`config.mk`:
```
export PLATFORM = sky130hd
export DESIGN_NAME = sponge_hash_96bit_lanes_unit
export DESIGN_NICKNAME = d
export VERILOG_FILES = /design/src/sv/shl_pkg.sv /design/src/sv/shl_front.sv /design/src/sv/shl_queue.sv /design/src/sv/shl_core.sv /design/src/sv/sponge_hash_96bit_lanes_unit.sv
export SDC_FILE = /design/constraint.sdc
export NUM_CORES = 2
export LEC_CHECK = 0
export BUFFER_PORTS_ARGS = -buffer_cell sky130_fd_sc_hd__buf_2
export CAP_MARGIN = 20
export CORE_MARGIN = 8
export CORE_UTILIZATION = 45
export DETAILED_ROUTE_END_ITERATION = 7
export GPL_TIMING_DRIVEN = 0
export HOLD_SLACK_MARGIN = 0.06
export REMOVE_ABC_BUFFERS = 1
export SLEW_MARGIN = 10
export SYNTH_ARGS = -nofsm -noshare
export SYNTH_HDL_FRONTEND = slang
export SYNTH_SLANG_ARGS = --single-unit
```
`constraint.sdc`:
```
create_clock -name clk -period 4.6 [get_ports clk]
set_input_delay 0.46 -clock clk [delete_from_list [all_inputs] [get_ports clk]]
set_output_delay 0.46 -clock clk [all_outputs]
set_load 0.01 [all_outputs]
```
`src/sv/shl_pkg.sv`:
```
package shl_pkg;

  // lane and block geometry
  localparam int LANE_W      = 96;
  localparam int UPPER_W     = 64;
  localparam int LOWER_W     = 32;
  localparam int BLOCK_BYTES = 6;
  localparam int BLOCK_W     = 48;
  localparam int RC_LEN      = 104;
  localparam int RC_IDX_W    = 7;
  localparam int QUEUE_DEPTH = 2;

  // domain separation byte placed after the message
  localparam logic [7:0] PAD_BYTE = 8'h04;

  // rotation amounts of one round
  localparam int ROT_A5 = 55;
  localparam int ROT_A4 = 8;
  localparam int ROT_A1 = 1;

  // what the back end has to do with one block
  typedef enum logic [1:0] {
    CMD_ABSORB,
    CMD_FINAL,
    CMD_FINAL_PAD
  } cmd_kind_t;

  typedef struct packed {
    cmd_kind_t            kind;
    logic [BLOCK_W-1:0]   word;
  } cmd_t;

  typedef struct packed {
    logic running;
    logic emitting;
  } core_status_t;

  localparam logic [7:0] RC_TABLE [RC_LEN] = '{
    8'h04, 8'h07, 8'h01, 8'h0D, 8'h15, 8'h25, 8'h44, 8'h06,
    8'h03, 8'h09, 8'h1D, 8'h35, 8'h64, 8'h47, 8'h00, 8'h0F,
    8'h11, 8'h2D, 8'h54, 8'h26, 8'h42, 8'h0A, 8'h1B, 8'h39,
    8'h7C, 8'h77, 8'h61, 8'h4D, 8'h14, 8'h27, 8'h40, 8'h0E,
    8'h13, 8'h29, 8'h5C, 8'h36, 8'h62, 8'h4B, 8'h18, 8'h3F,
    8'h70, 8'h6F, 8'h51, 8'h2C, 8'h56, 8'h22, 8'h4A, 8'h1A,
    8'h3B, 8'h78, 8'h7F, 8'h71, 8'h6D, 8'h55, 8'h24, 8'h46,
    8'h02, 8'h0B, 8'h19, 8'h3D, 8'h74, 8'h67, 8'h41, 8'h0C,
    8'h17, 8'h21, 8'h4C, 8'h16, 8'h23, 8'h48, 8'h1E, 8'h33,
    8'h68, 8'h5F, 8'h30, 8'h6E, 8'h53, 8'h28, 8'h5E, 8'h32,
    8'h6A, 8'h5B, 8'h38, 8'h7E, 8'h73, 8'h69, 8'h5D, 8'h34,
    8'h66, 8'h43, 8'h08, 8'h1F, 8'h31, 8'h6C, 8'h57, 8'h20,
    8'h4E, 8'h12, 8'h2B, 8'h58, 8'h3E, 8'h72, 8'h6B, 8'h59
  };

  // round constant lookup
  function automatic logic [7:0] rc_byte(input logic [RC_IDX_W-1:0] idx);
    logic [7:0] r;
    r = 8'h00;
    if (int'(idx) < RC_LEN) begin
      r = RC_TABLE[idx];
    end
    return r;
  endfunction

  // rotate a 96-bit lane left by a fixed amount
  function automatic logic [LANE_W-1:0] rotl96(input logic [LANE_W-1:0] x, input int r);
    logic [2*LANE_W-1:0] d;
    d = {x, x} << r;
    return d[2*LANE_W-1:LANE_W];
  endfunction

endpackage

```
`src/sv/shl_front.sv`:
```
module shl_front (
  input  logic                      clk,
  input  logic                      rst,
  input  logic [47:0]               block_data,
  input  logic [2:0]                byte_count,
  input  logic                      final_block,
  input  logic                      block_valid,
  output logic                      block_stall,
  output logic                      cmd_valid,
  output shl_pkg::cmd_t             cmd,
  input  logic                      cmd_stall
);

  logic [2:0]     n_sat;
  shl_pkg::cmd_t  cmd_next;

  // saturate count, build padded block and pick the command
  always_comb begin
    n_sat = (byte_count > 3'(shl_pkg::BLOCK_BYTES)) ? 3'(shl_pkg::BLOCK_BYTES) : byte_count;
    cmd_next.word = block_data;
    if (!final_block) begin
      cmd_next.kind = shl_pkg::CMD_ABSORB;
    end else if (n_sat == 3'(shl_pkg::BLOCK_BYTES)) begin
      cmd_next.kind = shl_pkg::CMD_FINAL_PAD;
    end else begin
      cmd_next.kind = shl_pkg::CMD_FINAL;
      for (int b = 0; b < shl_pkg::BLOCK_BYTES; b++) begin
        if (3'(b) < n_sat) begin
          cmd_next.word[8*b +: 8] = block_data[8*b +: 8];
        end else if (3'(b) == n_sat) begin
          cmd_next.word[8*b +: 8] = shl_pkg::PAD_BYTE;
        end else begin
          cmd_next.word[8*b +: 8] = 8'h00;
        end
      end
    end
  end

  assign block_stall = cmd_valid && cmd_stall;

  // entry register
  always_ff @(posedge clk) begin
    if (rst) begin
      cmd_valid <= 1'b0;
    end else if (!block_stall) begin
      cmd_valid <= block_valid;
    end
  end

  always_ff @(posedge clk) begin
    if (!block_stall && block_valid) begin
      cmd <= cmd_next;
    end
  end

endmodule

```
`src/sv/shl_queue.sv`:
```
module shl_queue (
  input  logic           clk,
  input  logic           rst,
  input  logic           wr_valid,
  input  shl_pkg::cmd_t  wr_cmd,
  output logic           wr_stall,
  output logic           rd_valid,
  output shl_pkg::cmd_t  rd_cmd,
  input  logic           rd_stall
);

  localparam int PW = $clog2(shl_pkg::QUEUE_DEPTH);
  localparam int CW = $clog2(shl_pkg::QUEUE_DEPTH + 1);

  shl_pkg::cmd_t  slots [shl_pkg::QUEUE_DEPTH];
  logic [PW-1:0]  wr_ptr;
  logic [PW-1:0]  rd_ptr;
  logic [CW-1:0]  count;
  logic           push;
  logic           pop;

  assign wr_stall = (count == CW'(shl_pkg::QUEUE_DEPTH));
  assign rd_valid = (count != '0);
  assign rd_cmd   = slots[rd_ptr];
  assign push     = wr_valid && !wr_stall;
  assign pop      = rd_valid && !rd_stall;

  // pointers and fill count
  always_ff @(posedge clk) begin
    if (rst) begin
      wr_ptr <= '0;
      rd_ptr <= '0;
      count  <= '0;
    end else begin
      if (push) begin
        wr_ptr <= wr_ptr + 1'b1;
      end
      if (pop) begin
        rd_ptr <= rd_ptr + 1'b1;
      end
      if (push && !pop) begin
        count <= count + 1'b1;
      end else if (pop && !push) begin
        count <= count - 1'b1;
      end
    end
  end

  always_ff @(posedge clk) begin
    if (push) begin
      slots[wr_ptr] <= wr_cmd;
    end
  end

endmodule

```
`src/sv/shl_core.sv`:
```
module shl_core #(
  parameter int ROUNDS = 104
) (
  input  logic                   clk,
  input  logic                   rst,
  input  logic                   cmd_valid,
  input  shl_pkg::cmd_t          cmd,
  output logic                   cmd_stall,
  output logic [63:0]            lane_upper,
  output logic [31:0]            lane_lower,
  output logic                   last_word,
  output logic                   lane_valid,
  input  logic                   lane_stall,
  output shl_pkg::core_status_t  status
);

  localparam int RW = ($clog2(ROUNDS) > 0) ? $clog2(ROUNDS) : 1;
  localparam int LW = shl_pkg::LANE_W;

  typedef enum logic [1:0] {
    ST_IDLE,
    ST_RUN,
    ST_EMIT0,
    ST_EMIT1
  } state_t;

  state_t           state;
  logic [RW-1:0]    rnd;
  logic             pad_pending;
  logic             squeeze;
  logic             second;
  logic [LW-1:0]    a0, a1, a2, a4, a5;
  logic [LW-1:0]    a0x, t1, t2, a4b, a4c;
  logic [LW-1:0]    a0_next, a1_next, a2_next, a4_next, a5_next;
  logic             out_free;
  logic             last_round;
  logic             beat_load;

  assign cmd_stall       = (state != ST_IDLE);
  assign out_free        = !lane_valid || !lane_stall;
  assign last_round      = (rnd == RW'(ROUNDS - 1));
  assign beat_load       = ((state == ST_EMIT0) || (state == ST_EMIT1)) && out_free;
  assign status.running  = (state == ST_RUN);
  assign status.emitting = (state == ST_EMIT0) || (state == ST_EMIT1);

  // one round of the permutation
  always_comb begin
    a0x = a0;
    a0x[LW-1:shl_pkg::LOWER_W] = a0[LW-1:shl_pkg::LOWER_W]
      ^ shl_pkg::UPPER_W'(shl_pkg::rc_byte(shl_pkg::RC_IDX_W'(rnd)));
    t1      = ~a5 ^ a0x;
    a2_next = (a1 | a4) ^ t1;
    a4b     = a4 ^ (a1 & ~a0x);
    a0_next = (t1 & a4b) ^ a1 ^ a5;
    t2      = (a2_next & (a1 ^ a5)) ^ a4b;
    a4c     = a4b ^ a5;
    a5_next = shl_pkg::rotl96(a4c, shl_pkg::ROT_A5);
    a4_next = shl_pkg::rotl96(a2_next, shl_pkg::ROT_A4);
    a1_next = shl_pkg::rotl96(t2, shl_pkg::ROT_A1);
  end

  // sequencer, lanes and output register
  always_ff @(posedge clk) begin
    if (rst) begin
      state       <= ST_IDLE;
      rnd         <= '0;
      pad_pending <= 1'b0;
      squeeze     <= 1'b0;
      second      <= 1'b0;
      lane_valid  <= 1'b0;
      a0 <= '0; a1 <= '0; a2 <= '0; a4 <= '0; a5 <= '0;
    end else begin
      if (lane_valid && !lane_stall && !beat_load) begin
        lane_valid <= 1'b0;
      end
      case (state)
        ST_IDLE: begin
          if (cmd_valid) begin
            a0[LW-1:shl_pkg::LOWER_W] <= a0[LW-1:shl_pkg::LOWER_W]
              ^ shl_pkg::UPPER_W'(cmd.word);
            pad_pending <= (cmd.kind == shl_pkg::CMD_FINAL_PAD);
            squeeze     <= (cmd.kind != shl_pkg::CMD_ABSORB);
            second      <= 1'b0;
            rnd         <= '0;
            state       <= ST_RUN;
          end
        end
        ST_RUN: begin
          a1 <= a1_next; a2 <= a2_next; a4 <= a4_next; a5 <= a5_next;
          if (last_round && pad_pending) begin
            // full last block: absorb the separate pad block right away
            a0 <= {a0_next[LW-1:shl_pkg::LOWER_W] ^ shl_pkg::UPPER_W'(shl_pkg::PAD_BYTE),
                   a0_next[shl_pkg::LOWER_W-1:0]};
          end else begin
            a0 <= a0_next;
          end
          if (last_round) begin
            rnd <= '0;
            if (pad_pending) begin
              pad_pending <= 1'b0;
            end else if (squeeze) begin
              state <= ST_EMIT0;
            end else begin
              state <= ST_IDLE;
            end
          end else begin
            rnd <= rnd + 1'b1;
          end
        end
        ST_EMIT0: begin
          if (out_free) begin
            lane_upper <= a0[LW-1:shl_pkg::LOWER_W];
            lane_lower <= a0[shl_pkg::LOWER_W-1:0];
            last_word  <= 1'b0;
            lane_valid <= 1'b1;
            state      <= ST_EMIT1;
          end
        end
        ST_EMIT1: begin
          if (out_free) begin
            lane_upper <= a1[LW-1:shl_pkg::LOWER_W];
            lane_lower <= a1[shl_pkg::LOWER_W-1:0];
            last_word  <= second;
            lane_valid <= 1'b1;
            if (second) begin
              // digest done: lanes back to zero for the next message
              a0 <= '0; a1 <= '0; a2 <= '0; a4 <= '0; a5 <= '0;
              state <= ST_IDLE;
            end else begin
              second <= 1'b1;
              state  <= ST_RUN;
            end
          end
        end
        default: begin
          state <= ST_IDLE;
        end
      endcase
    end
  end

endmodule

```
`src/sv/sponge_hash_96bit_lanes_unit.sv`:
```
// Sponge hash over five 96-bit lanes. Each accepted beat carries one 48-bit
// block; a front register pads and classifies it and a two-entry queue hands
// it to the permutation engine, which runs one round per clock. An ordinary
// block is loaded into the engine and then permuted for ROUNDS rounds; the
// engine takes no new block until it is idle again. A final block adds the
// squeeze: two result beats, a second permutation of ROUNDS rounds, two more
// beats (the last one flagged by last_word); a final block of six bytes adds
// a further permutation of ROUNDS rounds for the pad block. After the fourth
// beat the lanes are zero again and the next message can start.
module sponge_hash_96bit_lanes_unit #(
  parameter int ROUNDS = 104
) (
  input  logic         clk,
  input  logic         rst,
  input  logic [47:0]  block_data,
  input  logic [2:0]   byte_count,
  input  logic         final_block,
  input  logic         block_valid,
  output logic         block_stall,
  output logic [63:0]  lane_upper,
  output logic [31:0]  lane_lower,
  output logic         last_word,
  output logic         lane_valid,
  input  logic         lane_stall
);

  logic                   fq_valid;
  shl_pkg::cmd_t          fq_cmd;
  logic                   fq_stall;
  logic                   qc_valid;
  shl_pkg::cmd_t          qc_cmd;
  logic                   qc_stall;
  shl_pkg::core_status_t  core_st;

  // pad and classify
  shl_front u_front (
    .clk         (clk),
    .rst         (rst),
    .block_data  (block_data),
    .byte_count  (byte_count),
    .final_block (final_block),
    .block_valid (block_valid),
    .block_stall (block_stall),
    .cmd_valid   (fq_valid),
    .cmd         (fq_cmd),
    .cmd_stall   (fq_stall)
  );

  // decoupling queue
  shl_queue u_queue (
    .clk      (clk),
    .rst      (rst),
    .wr_valid (fq_valid),
    .wr_cmd   (fq_cmd),
    .wr_stall (fq_stall),
    .rd_valid (qc_valid),
    .rd_cmd   (qc_cmd),
    .rd_stall (qc_stall)
  );

  // permutation engine and squeeze
  shl_core #(
    .ROUNDS (ROUNDS)
  ) u_core (
    .clk        (clk),
    .rst        (rst),
    .cmd_valid  (qc_valid),
    .cmd        (qc_cmd),
    .cmd_stall  (qc_stall),
    .lane_upper (lane_upper),
    .lane_lower (lane_lower),
    .last_word  (last_word),
    .lane_valid (lane_valid),
    .lane_stall (lane_stall),
    .status     (core_st)
  );

  // a result only appears out of a squeeze step
  assert property (@(posedge clk) disable iff (rst)
    $rose(lane_valid) |-> $past(core_st.emitting))
    else $error("result beat without squeeze");

  // the final beat of a digest is never followed directly by another beat
  assert property (@(posedge clk) disable iff (rst)
    (lane_valid && !lane_stall && last_word) |=> !lane_valid)
    else $error("beat right after final digest word");

  // no block leaves the queue while the engine is permuting
  assert property (@(posedge clk) disable iff (rst)
    core_st.running |-> qc_stall)
    else $error("queue popped during permutation");

endmodule
```
==> results.cfg <==
[run_status]
status = finished clean

[clock_tree]
cts_buffers = 74
cts_tree = done
cts_max_level = 3
post_cts.repair.setup_buffers = 0
cts.sinks = 650
clk_latency_ps = 600
clkTransAtPathRegs_ps = 60
root_buffer = clkbuf_16
cts_max_path_buffers = 3

[sta]
hold_viol_final = 0
fin_crit_sh_pct = 92.9
worst_pin_slew_ps = 1010
min_period_ps = 4270
maxSlewViolCount = 0
hold-worst-slack_ps = 119
slew_headroom_pct = 32.4
setup_violations = 0
rsz0062_at_grt = no
tns_ps = 0
fin_skew_ps = 17.3
max_freq_ghz = 0.234

[placement]
place_inst = 5062
port_buffers = 154
hpwl_mm = 67.0
gp_congestion = 0.824

[layout]
syn_to_final_growth_pct = 10.1
fillerInstances = 7688
nets = 4140
register_area_mm2 = 0.0155
layout_common_cells = 651 x nor2_1, 398 x dfxtp_1, 388 x xnor2_1, 273 x a22oi_1, 263 x o21ai_0
layout_commonest_cell = nor2_1
fin_cells = 5199
final_layout_size_suffix_gt1_share_pct = 9.13
multiInputGateArea_mm2 = 0.0191

[hold_path]
hold_depth = 2
hold_path.class = input pin to register

[global_routing]
grt_pass1_wl_mm = 152
grt_pass1_vias = 25781
antenna_found_initial = 2
grt.total_usage_pct = 20.9
grt_overflow = 0
grt_max_degree = 117

[routing]
drt.antenna.violating_nets = 0
viasPerCell = 5.58
detail_route.iter0.violations = 2186
wl_mm = 98.8
wl_per_cell_um = 19.0
first_pass_iters = 5
drc_errors = 0
num_vias = 28995

[synthesis]
synth_edf_count = 247
async_flop_share_pct = 0
synthXorXnorAreaFrac_pct = 9.57
synth_top_family_by_area = compound AO/OA/AOI/OAI gates
synthAdderAreaFrac_pct = 1.35
ys_types = 82
synth_mux_area_share_pct = 7.70
synthesis.area_mm2 = 0.0370
synth.top_cell.area_share_pct = 21.8
synth-compound-area-share_pct = 19.3
synthFlopType = dfxtp_1
synth_area_per_cell_um2 = 8.67
synth_top_area_cell = dfxtp_1
yosysWarnings = 0
synthTopCellsByArea = dfxtp_1 22%, edfxtp_1 20%, xnor2_1 9.2%, nor2_1 6.6%, mux2i_1 6.0%
ys_ff_latch = 650
synthSimpleGateAreaFrac_pct = 13.4
synth-seq-area-share_pct = 41.8
synthCells = 4268

[worst_setup_path]
critPathArrivalTime_ps = 4790
crit_fanout = 24
worst_ep_required_time_ps = 5120
setup.worst_path.class = register to register
startpoint_type = register
end_kind = register
r2r_cells = 9

[pwr]
vdd_ir_drop_max_v = 0.000266
report.power.total_w = 0.0264
pwr-share-clk_pct = 23.3
p_switching_w = 0.0108
p_sw_share_pct = 40.8
p_leak_nw = 13.4
comb_power_share_pct = 40.1
p_int_w = 0.0157
power.density_mw_per_mm2 = 649
p_seq_share_pct = 36.6

[floorplanning]
dieArea_mm2 = 0.0917
die_w_um = 303
start_util_pct = 45.3
io_pins = 155
rows = 105
core_mm2 = 0.0817
fp.dieH_um = 303

[job]
cap_violations = 0
==> what timing repair did <==
action / CTS / global route
hold buffers: 1 / 0
resized for setup: 0 / 0
hold endpoints to repair: 1 / 0
==> power groups by stage <==
stage	combinational (W)	sequential, W	clock (W)
detailed placement	0.0106	0.00975	0
global placement	0.00759	0.00892	0
global route	0.0117	0.00994	0.00655
floorplan	0.00700	0.00892	0
CTS	0.0107	0.00963	0.00632
finish	0.0106	0.00968	0.00617
==> through the flow <==
stage	cell area, µm²	setup WS (ps)	utilization (%)
after floorplan	35200	-10800	-
after global placement	37300	-22800	45.6
after detailed placement	38200	396	46.8
after CTS	40800	356	49.9
after global routing	40800	7.13	49.9
final	40800	325	49.9
==> Yosys cell counts, types with 4 or more instances <==
| library cell | instances |
|---|---|
| nor2_1 | 652 |
| clkbuf_1 | 417 |
| dfxtp_1 | 403 |
| xnor2_1 | 388 |
| a22oi_1 | 273 |
| o21ai_0 | 263 |
| nand2_1 | 249 |
| edfxtp_1 | 247 |
| mux2i_1 | 221 |
| inv_1 | 179 |
| a21oi_1 | 161 |
| a31oi_1 | 92 |
| a211oi_1 | 84 |
| nand2b_1 | 72 |
| o211ai_1 | 60 |
| nor2b_1 | 58 |
| a21boi_0 | 42 |
| o32ai_1 | 42 |
| mux2_2 | 31 |
| maj3_1 | 30 |
| buf_1 | 26 |
| and2_1 | 23 |
| nand3_1 | 23 |
| and3_1 | 19 |
| buf_2 | 17 |
| o21ai_1 | 16 |
| ha_1 | 15 |
| nor3_1 | 14 |
| xor2_1 | 11 |
| nand4_1 | 10 |
| nor3b_1 | 9 |
| a221oi_1 | 8 |
| mux2_1 | 7 |
| mux4_2 | 7 |
| or3_1 | 7 |
| a21o_1 | 6 |
| buf_6 | 5 |
| nand3b_1 | 5 |
| a311o_1 | 4 |
| a311oi_1 | 4 |
| a32o_1 | 4 |
==> sequential cells by signal, summed over array words and instances (netlist names), 7 cells and up, named ones only <==
signal,count
u_core.a0,96
u_core.lane_upper,64
u_queue.slots,100
u_core.rnd,7
u_core.a1,96
u_core.a4,96
u_front.cmd,50
u_core.lane_lower,32
u_core.a5,96
==> final timing paths <==
path,start,to,slack (ps)
max,u_core.rnd[0]$_SDFFE_PP0P_,u_core.a5[92]$_SDFFE_PP0P_,330
min,block_data[2],u_front.cmd[2]$_DFFE_PP_,120
max reg2reg,u_core.rnd[0]$_SDFFE_PP0P_,u_core.a5[92]$_SDFFE_PP0P_,330
min reg2reg,u_front.cmd[30]$_DFFE_PP_,u_queue.slots[1][30]$_DFFE_PP_,430
==> area by class of cell <==
cell class                      count  area share (%)
Timing Repair Buffer              192            3.99
Clock inverter                     43            1.23
Antenna cell                        2          0.0123
Sequential cell                   650            38.0
Inverter                          184            1.71
Clock buffer                       91            4.93
Multi-Input combinational cell   2967            46.8
Tap cell                         1070            3.28
==> metal layers <==
layer | vias to the layer above | global-route usage, % | share of wire, %
met5 | - | 0 | 0
met2 | 646 | 33.8 | 46
met4 | 0 | 6.33 | 2.6
li1 | 14436 | - | -
met1 | 13769 | 29.2 | 47
met3 | 144 | 2.49 | 4.7
==> worst max-delay path: stages, from the launching register on <==
cell	delay, ps
dfxtp_1	910
inv_1	440
ha_1	750
mux2i_1	210
mux4_2	550
a211oi_2	550
nor2_1	140
xnor2_2	290
a21oi_1	110
o31ai_1	220
==> cells by family after synthesis <==
family          Yosys count
simple gates           1156
compound gates         1095
buf+inv                 651
flops                   650
xor+xnor                402
mux                     268
fa+ha+maj                46
No activity file was read; power rests on OpenSTA's default activity.
